### config.mk
export PLATFORM = sky130hd
export DESIGN_NAME = rgb_to_hsv_converter
export DESIGN_NICKNAME = d
export VERILOG_FILES = /design/src/rtl/core/rhc_pkg.sv /design/src/rtl/core/rhc_front.sv /design/src/rtl/core/rhc_div_cell.sv /design/src/rtl/core/rgb_to_hsv_converter.sv
export SDC_FILE = /design/constraint.sdc
export NUM_CORES = 2
export LEC_CHECK = 0
export BUFFER_PORTS_ARGS = -buffer_cell sky130_fd_sc_hd__buf_2
export CAP_MARGIN = 20
export CORE_MARGIN = 2
export CORE_UTILIZATION = 40
export CTS_CLUSTER_DIAMETER = 100
export DETAILED_ROUTE_END_ITERATION = 10
export PLACE_DENSITY_LB_ADDON = 0.15
export SYNTH_ARGS = -nofsm -noshare
export SYNTH_HDL_FRONTEND = slang
export SYNTH_SLANG_ARGS = --single-unit
### constraint.sdc
create_clock -name aclk -period 28.2 [get_ports aclk]
set_clock_uncertainty 0.2 [all_clocks]
set_input_delay 1.41 -clock aclk [delete_from_list [all_inputs] [get_ports aclk]]
set_output_delay 1.41 -clock aclk [all_outputs]
set_load 0.1 [all_outputs]
### src/rtl/core/rhc_pkg.sv
// ----------------------------------------------------------------------------
// rhc_pkg
// shared types and constants of the rgb to hsv converter
// ----------------------------------------------------------------------------
`default_nettype none

package rhc_pkg;

    localparam int CHAN_W       = 8;
    localparam int BASE_W       = 12;
    localparam int HUE_W        = 15;
    localparam int SAT_SCALE    = 255;
    localparam int SECTOR_DEG   = 60;
    localparam int FULL_SECTORS = 6;
    localparam int RED_OFS      = 6;
    localparam int GREEN_OFS    = 8;
    localparam int BLUE_OFS     = 10;

    typedef logic [CHAN_W-1:0] chan_t;

    typedef struct packed {
        logic  defined;
        chan_t brightness;
    } rhc_side_t;

endpackage

`default_nettype wire

### src/rtl/core/rhc_front.sv
// ----------------------------------------------------------------------------
// rhc_front
// max/min search, sector offset and scaled dividends, two register stages
// ----------------------------------------------------------------------------
`default_nettype none

module rhc_front #(
    parameter int HUE_FRACTION_BITS = 6,
    parameter int PW                = 24
) (
    input  wire                   aclk,
    input  wire                   aresetn,
    input  wire                   adv,
    input  wire                   in_valid,
    input  rhc_pkg::chan_t        red,
    input  rhc_pkg::chan_t        green,
    input  rhc_pkg::chan_t        blue,
    output logic                  out_valid,
    output logic [PW-1:0]         h_num,
    output logic [PW-1:0]         s_num,
    output rhc_pkg::chan_t        h_div,
    output rhc_pkg::chan_t        s_div,
    output rhc_pkg::rhc_side_t    side
);
    import rhc_pkg::*;

    localparam int SECTOR_SCALE = SECTOR_DEG << HUE_FRACTION_BITS;

    chan_t              hi;
    chan_t              lo;
    chan_t              rg_max;
    chan_t              rg_min;
    logic [BASE_W-1:0]  base_next;

    logic               a_valid_reg;
    chan_t              a_hi_reg;
    chan_t              a_delta_reg;
    logic [BASE_W-1:0]  a_base_reg;

    logic               b_valid_reg;
    logic [PW-1:0]      b_h_num_reg;
    logic [PW-1:0]      b_s_num_reg;
    chan_t              b_hi_reg;
    chan_t              b_delta_reg;

    always_comb begin
        rg_max = (red > green) ? red : green;
        rg_min = (red < green) ? red : green;
        hi     = (rg_max > blue) ? rg_max : blue;
        lo     = (rg_min < blue) ? rg_min : blue;
        if (red == hi) begin
            base_next = BASE_W'(RED_OFS) * BASE_W'(hi - lo) + BASE_W'(green)
                        - BASE_W'(blue);
        end else if (green == hi) begin
            base_next = BASE_W'(GREEN_OFS) * BASE_W'(hi - lo) + BASE_W'(blue)
                        - BASE_W'(red);
        end else begin
            base_next = BASE_W'(BLUE_OFS) * BASE_W'(hi - lo) + BASE_W'(red)
                        - BASE_W'(green);
        end
    end

    always_ff @(posedge aclk) begin
        if (!aresetn) begin
            a_valid_reg <= 1'b0;
            b_valid_reg <= 1'b0;
        end else if (adv) begin
            a_valid_reg <= in_valid;
            b_valid_reg <= a_valid_reg;
        end
    end

    always_ff @(posedge aclk) begin
        if (adv) begin
            a_hi_reg    <= hi;
            a_delta_reg <= hi - lo;
            a_base_reg  <= base_next;
            b_h_num_reg <= PW'(a_base_reg) * PW'(SECTOR_SCALE);
            b_s_num_reg <= PW'(a_delta_reg) * PW'(SAT_SCALE);
            b_hi_reg    <= a_hi_reg;
            b_delta_reg <= a_delta_reg;
        end
    end

    assign out_valid       = b_valid_reg;
    assign h_num           = b_h_num_reg;
    assign s_num           = b_s_num_reg;
    assign h_div           = b_delta_reg;
    assign s_div           = b_hi_reg;
    assign side.defined    = (b_delta_reg != '0);
    assign side.brightness = b_hi_reg;

endmodule

`default_nettype wire

### src/rtl/core/rhc_div_cell.sv
// ----------------------------------------------------------------------------
// rhc_div_cell
// one restoring division step for the hue and saturation lanes
// ----------------------------------------------------------------------------
`default_nettype none

module rhc_div_cell #(
    parameter int QW = 16
) (
    input  wire                   aclk,
    input  wire                   aresetn,
    input  wire                   adv,
    input  wire                   in_valid,
    input  rhc_pkg::chan_t        in_h_rem,
    input  wire [QW-1:0]          in_h_low,
    input  rhc_pkg::chan_t        in_h_div,
    input  rhc_pkg::chan_t        in_s_rem,
    input  wire [QW-1:0]          in_s_low,
    input  rhc_pkg::chan_t        in_s_div,
    input  rhc_pkg::rhc_side_t    in_side,
    output logic                  out_valid,
    output rhc_pkg::chan_t        out_h_rem,
    output logic [QW-1:0]         out_h_low,
    output rhc_pkg::chan_t        out_h_div,
    output rhc_pkg::chan_t        out_s_rem,
    output logic [QW-1:0]         out_s_low,
    output rhc_pkg::chan_t        out_s_div,
    output rhc_pkg::rhc_side_t    out_side
);
    import rhc_pkg::*;

    logic [CHAN_W:0] h_trial;
    logic [CHAN_W:0] s_trial;
    logic            h_bit;
    logic            s_bit;

    logic            valid_reg;
    chan_t           h_rem_reg;
    logic [QW-1:0]   h_low_reg;
    chan_t           h_div_reg;
    chan_t           s_rem_reg;
    logic [QW-1:0]   s_low_reg;
    chan_t           s_div_reg;
    rhc_side_t       side_reg;

    always_comb begin
        h_trial = {in_h_rem, in_h_low[QW-1]};
        s_trial = {in_s_rem, in_s_low[QW-1]};
        h_bit   = (h_trial >= {1'b0, in_h_div});
        s_bit   = (s_trial >= {1'b0, in_s_div});
    end

    always_ff @(posedge aclk) begin
        if (!aresetn) begin
            valid_reg <= 1'b0;
        end else if (adv) begin
            valid_reg <= in_valid;
        end
    end

    always_ff @(posedge aclk) begin
        if (adv) begin
            h_rem_reg <= h_bit ? CHAN_W'(h_trial - {1'b0, in_h_div}) : CHAN_W'(h_trial);
            s_rem_reg <= s_bit ? CHAN_W'(s_trial - {1'b0, in_s_div}) : CHAN_W'(s_trial);
            h_low_reg <= {in_h_low[QW-2:0], h_bit};
            s_low_reg <= {in_s_low[QW-2:0], s_bit};
            h_div_reg <= in_h_div;
            s_div_reg <= in_s_div;
            side_reg  <= in_side;
        end
    end

    assign out_valid = valid_reg;
    assign out_h_rem = h_rem_reg;
    assign out_h_low = h_low_reg;
    assign out_h_div = h_div_reg;
    assign out_s_rem = s_rem_reg;
    assign out_s_low = s_low_reg;
    assign out_s_div = s_div_reg;
    assign out_side  = side_reg;

endmodule

`default_nettype wire

### src/rtl/core/rgb_to_hsv_converter.sv
// ----------------------------------------------------------------------------
// rgb_to_hsv_converter
// pipelined 8-bit rgb to fixed-point hsv conversion
// ----------------------------------------------------------------------------
// input request: s_tdata = red [7:0], green [15:8], blue [23:16]
// result request: m_tdata = hue [14:0], saturation [22:15], brightness [30:23],
//   bit 31 zero; m_tuser = hue_defined (0 for black or grey pixels, hue 0)
// hue is in units of 1/2^HUE_FRACTION_BITS degree
// the chain of QW divider cells, QW = max(16, 10 + HUE_FRACTION_BITS),
//   produces one quotient bit of hue and one of saturation per cell
// throughput is one pixel per cycle when the output does not stall
// the whole pipeline advances together; while m_tvalid is high and
//   m_tready low it freezes and s_tready drops, no request is lost
// aresetn clears all valid bits; the block takes requests right after
// ----------------------------------------------------------------------------
`default_nettype none

module rgb_to_hsv_converter #(
    parameter int HUE_FRACTION_BITS = 6
) (
    input  wire         aclk,
    input  wire         aresetn,
    input  wire         s_tvalid,
    output logic        s_tready,
    input  wire [23:0]  s_tdata,   // red, green, blue
    output logic        m_tvalid,
    input  wire         m_tready,
    output logic [31:0] m_tdata,   // hue, saturation, brightness, pad
    output logic        m_tuser    // hue_defined
);
    import rhc_pkg::*;

    localparam int QW        = (10 + HUE_FRACTION_BITS > 16) ? 10 + HUE_FRACTION_BITS : 16;
    localparam int PW        = QW + CHAN_W;
    localparam int FULL      = FULL_SECTORS * (SECTOR_DEG << HUE_FRACTION_BITS);
    localparam bit HUE_FITS  = (FULL <= (1 << HUE_W));

    logic adv;

    logic [PW-1:0] f_h_num;
    logic [PW-1:0] f_s_num;

    logic            c_valid [0:QW];
    chan_t           c_h_rem [0:QW];
    logic [QW-1:0]   c_h_low [0:QW];
    chan_t           c_h_div [0:QW];
    chan_t           c_s_rem [0:QW];
    logic [QW-1:0]   c_s_low [0:QW];
    chan_t           c_s_div [0:QW];
    rhc_side_t       c_side  [0:QW];

    logic [QW-1:0]   hue_wide;
    logic            o_valid_reg;
    logic [HUE_W-1:0] o_hue_reg;
    chan_t           o_sat_reg;
    chan_t           o_bright_reg;
    logic            o_defined_reg;

    assign adv      = !o_valid_reg || m_tready;
    assign s_tready = adv;

    rhc_front #(
        .HUE_FRACTION_BITS (HUE_FRACTION_BITS),
        .PW                (PW)
    ) u_front (
        .aclk      (aclk),
        .aresetn   (aresetn),
        .adv       (adv),
        .in_valid  (s_tvalid),
        .red       (s_tdata[7:0]),
        .green     (s_tdata[15:8]),
        .blue      (s_tdata[23:16]),
        .out_valid (c_valid[0]),
        .h_num     (f_h_num),
        .s_num     (f_s_num),
        .h_div     (c_h_div[0]),
        .s_div     (c_s_div[0]),
        .side      (c_side[0])
    );

    assign c_h_rem[0] = f_h_num[PW-1:QW];
    assign c_h_low[0] = f_h_num[QW-1:0];
    assign c_s_rem[0] = f_s_num[PW-1:QW];
    assign c_s_low[0] = f_s_num[QW-1:0];

    for (genvar i = 0; i < QW; i++) begin : g_cell
        rhc_div_cell #(
            .QW (QW)
        ) u_cell (
            .aclk      (aclk),
            .aresetn   (aresetn),
            .adv       (adv),
            .in_valid  (c_valid[i]),
            .in_h_rem  (c_h_rem[i]),
            .in_h_low  (c_h_low[i]),
            .in_h_div  (c_h_div[i]),
            .in_s_rem  (c_s_rem[i]),
            .in_s_low  (c_s_low[i]),
            .in_s_div  (c_s_div[i]),
            .in_side   (c_side[i]),
            .out_valid (c_valid[i+1]),
            .out_h_rem (c_h_rem[i+1]),
            .out_h_low (c_h_low[i+1]),
            .out_h_div (c_h_div[i+1]),
            .out_s_rem (c_s_rem[i+1]),
            .out_s_low (c_s_low[i+1]),
            .out_s_div (c_s_div[i+1]),
            .out_side  (c_side[i+1])
        );
    end

    // quotient carries a full turn of offset
    always_comb begin
        if (c_h_low[QW] >= QW'(FULL)) begin
            hue_wide = c_h_low[QW] - QW'(FULL);
        end else begin
            hue_wide = c_h_low[QW];
        end
    end

    always_ff @(posedge aclk) begin
        if (!aresetn) begin
            o_valid_reg <= 1'b0;
        end else if (adv) begin
            o_valid_reg <= c_valid[QW];
        end
    end

    always_ff @(posedge aclk) begin
        if (adv) begin
            o_defined_reg <= c_side[QW].defined;
            o_bright_reg  <= c_side[QW].brightness;
            o_hue_reg     <= c_side[QW].defined ? hue_wide[HUE_W-1:0] : '0;
            o_sat_reg     <= c_side[QW].defined ? c_s_low[QW][CHAN_W-1:0] : '0;
        end
    end

    assign m_tvalid = o_valid_reg;
    assign m_tdata  = {1'b0, o_bright_reg, o_sat_reg, o_hue_reg};
    assign m_tuser  = o_defined_reg;

    a_undefined_zero : assert property (@(posedge aclk) disable iff (!aresetn)
        m_tvalid && !m_tuser |-> m_tdata[14:0] == '0 && m_tdata[22:15] == '0)
        else $error("undefined hue with nonzero hue or saturation");

    a_defined_bright : assert property (@(posedge aclk) disable iff (!aresetn)
        m_tvalid && m_tuser |-> m_tdata[30:23] != '0)
        else $error("defined hue on a black pixel");

    a_hue_range : assert property (@(posedge aclk) disable iff (!aresetn)
        m_tvalid && HUE_FITS |-> 32'(m_tdata[14:0]) < 32'(FULL))
        else $error("hue beyond a full turn");

    a_stall_hold : assert property (@(posedge aclk) disable iff (!aresetn)
        !adv |=> $stable(c_valid[QW]) && $stable(o_hue_reg) && $stable(c_h_low[QW]))
        else $error("pipeline moved while stalled");

endmodule

`default_nettype wire

==> results.md <==
- Outcome: finished clean
- Die Wd: 347.1 um
- Most common cell in the netlist: edfxtp_1
- Via/cell ratio: 4.784
- Post-CTS sizing: 0
- Cts hold-fix bufs: 0
- Worst-Skew Late Latency: 0.67 ns
- Chip Height: 347.1 um
- CTS tree: built
- Max reg flops: 164
- MaxCap Viol Count: 0
- Area leader, netlist: edfxtp_1
- Starting Density: 40.41%
- Clk buf depth: 3
- Final setup vio count: 0
- Final Hold Viols: 0
- RSZ-0062 raised after global routing: false
- Hold Path Sink: g_cell[7].u_cell.out_s_low[15]
- 1st-iter DRT viols: 1463
- Antenna diode count: 0
- Hold Path Origin: g_cell[6].u_cell.out_s_low[14]
- Total Die Area: 120500 um^2
- CP Max Fanout: 9
- Cells on worst reg2reg path: 17
- Remaining antenna violation count: 0
- Post-route minimum period: 10.87 ns
- # port buffers: 61
- WP data arrival: 11.17 ns
- Commonest cells in the netlist: 916 x edfxtp_1, 512 x inv_1, 386 x ha_1, 328 x o21ai_0, 267 x nand2_1
- Slew of the pin with the lowest slew margin: 1.027 ns
- RR Endpoint: u_front.s_num[15]
- Reg2Reg Setup Slack: 22.76 ns
- Setup repair bufs after CTS: 0
- Worst hold path type: reg2reg
- Gate Count Post-Synth: 3681
- Register area share after synthesis: 59.23%
- Post-synthesis register bit count: 935
- Fmax: 91.99 MHz
- Syn_nets: 4200
- H-tree levels: 3
- Gr ovfl total: 0
- Mapped cell area: 47080 um^2
- Most numerous cell on the critical path: ha_1
- Async S/R FF share, synth: 0%
- Period utilization: 38.55%
- IO Pins: 63
- Ranking of synthesized cells by area: edfxtp_1 58%, ha_1 10%, fa_1 4.5%
- Number of synthesized flops with an enable pin: 916
- Row Count: 125
- CTS sink cnt: 935
- Fillcell total: 10590
- DRT Pass-1 Iters: 5
- Via count: 25970
- Largest net degree at the start of global routing: 184
- Final net count: 4336
- CP startpoint kind: input port
- Drt wl/cell: 14.53 um
- Design area: 52630 um^2
- YS warnings: 0
- Placed Area: 49260 um^2
- Root buffer cell: clkbuf_16
- CTS buffer count: 105
- Global placer's final weighted congestion: 0.8405
- Syn avg cell area: 12.79 um^2
- Worst-path clk slew: 0.06 ns
- Vias in the first global route: 26310
- Layout cell share with drive strength beyond 1: 6.071%
- DP Cell Count: 5234
- Worst Setup End Kind: flip-flop
- Cell with the largest stage delay on the worst path: xnor2_1
- Global-route wire length before repair: 132300 um
- Synth unique cells: 71
- Initial antenna violation count: 0
- Slew margin rel.: 31.56%
- DRC viols: 0
- Reg-to-Reg Start: u_front.a_delta_reg[3]
- Synth-to-Final Area Change: 11.79%
- Core area: 116500 um^2
- Synth top area share: 58.42%
- Fin cells: 5428
- Final Slew Violations: 0
- CP Class: in2reg
- Post-synth top flop: edfxtp_1
- Setup TNS: 0 ns
- Crit path required time: 28.50 ns
- Hold path depth: 0
- Post-DP HPWL: 56370 um
- Total Routing Usage GR: 13.39%
- Largest stage delay, worst path: 0.77 ns
- Final WL: 78880 um
==> area by class of cell <==
class | instances | area [um^2] | area share [%]
clock buffer | 124 | 2720 | 5.168
clock inverter | 70 | 655.6 | 1.246
inverter | 513 | 1933 | 3.673
multi-input combinational | 2189 | 17090 | 32.47
sequential | 935 | 27890 | 52.98
tap | 1524 | 1907 | 3.623
timing repair buffer | 73 | 440.4 | 0.8368
==> through the flow <==
stage               hold WS (ns)  setup slack, ns  util, %
floorplan                 0.2003            13.10        -
global placement          0.2001            16.72    42.26
detailed placement        0.2045            16.71    42.27
CTS                       0.2093            17.41    45.17
global route              0.2177            16.63    45.17
finish                    0.2009            17.33    45.17
==> placed cells by master, fill, tap and decap left out, types with 18 or more instances in the layout <==
cell and instances:
nand2_1 267, ha_1 386, clkbuf_1 18, o21ai_0 328
nand2b_1 78, or4_1 23, o211a_1 23, and2_1 61
fa_1 105, nor2b_1 94, dfxtp_1 19, nor2_1 164
a21o_1 52, mux2i_1 41, clkbuf_16 106, xor2_1 73
nand4_1 55, a21oi_1 104, clkinv_1 36, a21boi_0 55
inv_1 512, o31ai_1 62, buf_2 61, o21bai_1 19
xnor2_1 99, edfxtp_1 916
==> metal layers <==
| metal | GRT usage, % | vias to the layer above | part of all wire, % |
|---|---|---|---|
| met2 | 23.21 | 296 | 49 |
| met4 | 5.058 | 0 | 2.9 |
| met3 | 2.084 | 128 | 3.3 |
| li1 | - | 13350 | - |
| met1 | 16.84 | 12190 | 45 |
| met5 | 0 | - | 0 |
==> worst max-delay path: cells and delay by family <==
| kind | cells | cell delay [ns] |
|---|---|---|
| and+or+nand+nor | 6 | 1.45 |
| muxes | 2 | 0.82 |
| AOI/OAI and AO/OA | 13 | 3.63 |
| xor gates and xnor gates | 3 | 1.08 |
| adders and majority gates | 6 | 2.35 |
| buffers and inverters | 3 | 0.41 |
==> worst max-delay path by stage <==
stage,startpoint,to,cells after the start
6_report,s_tdata[14],u_front.a_base_reg[11],33
5_1_grt,s_tdata[14],u_front.a_base_reg[11],37
4_1_cts,s_tdata[14],u_front.a_base_reg[11],36
3_5_place_dp,s_tdata[14],u_front.a_base_reg[11],36
3_3_place_gp,s_tdata[14],u_front.a_base_reg[11],33
2_1_floorplan,m_tready,s_tready,3
==> kinds of logic after synthesis <==
| kind of cell | synth area share, % |
|---|---|
| compound gates | 9.022 |
| xor+xnor | 3.234 |
| fa+ha+maj | 14.72 |
| buf+inv | 4.473 |
| flops | 59.23 |
| mux | 1.047 |
| other cells | 0.007965 |
| simple gates | 8.262 |
Power is left out: the tool's default activity adds up to more than one toggle a clock period on the data nets, which glitch-free logic cannot reach.
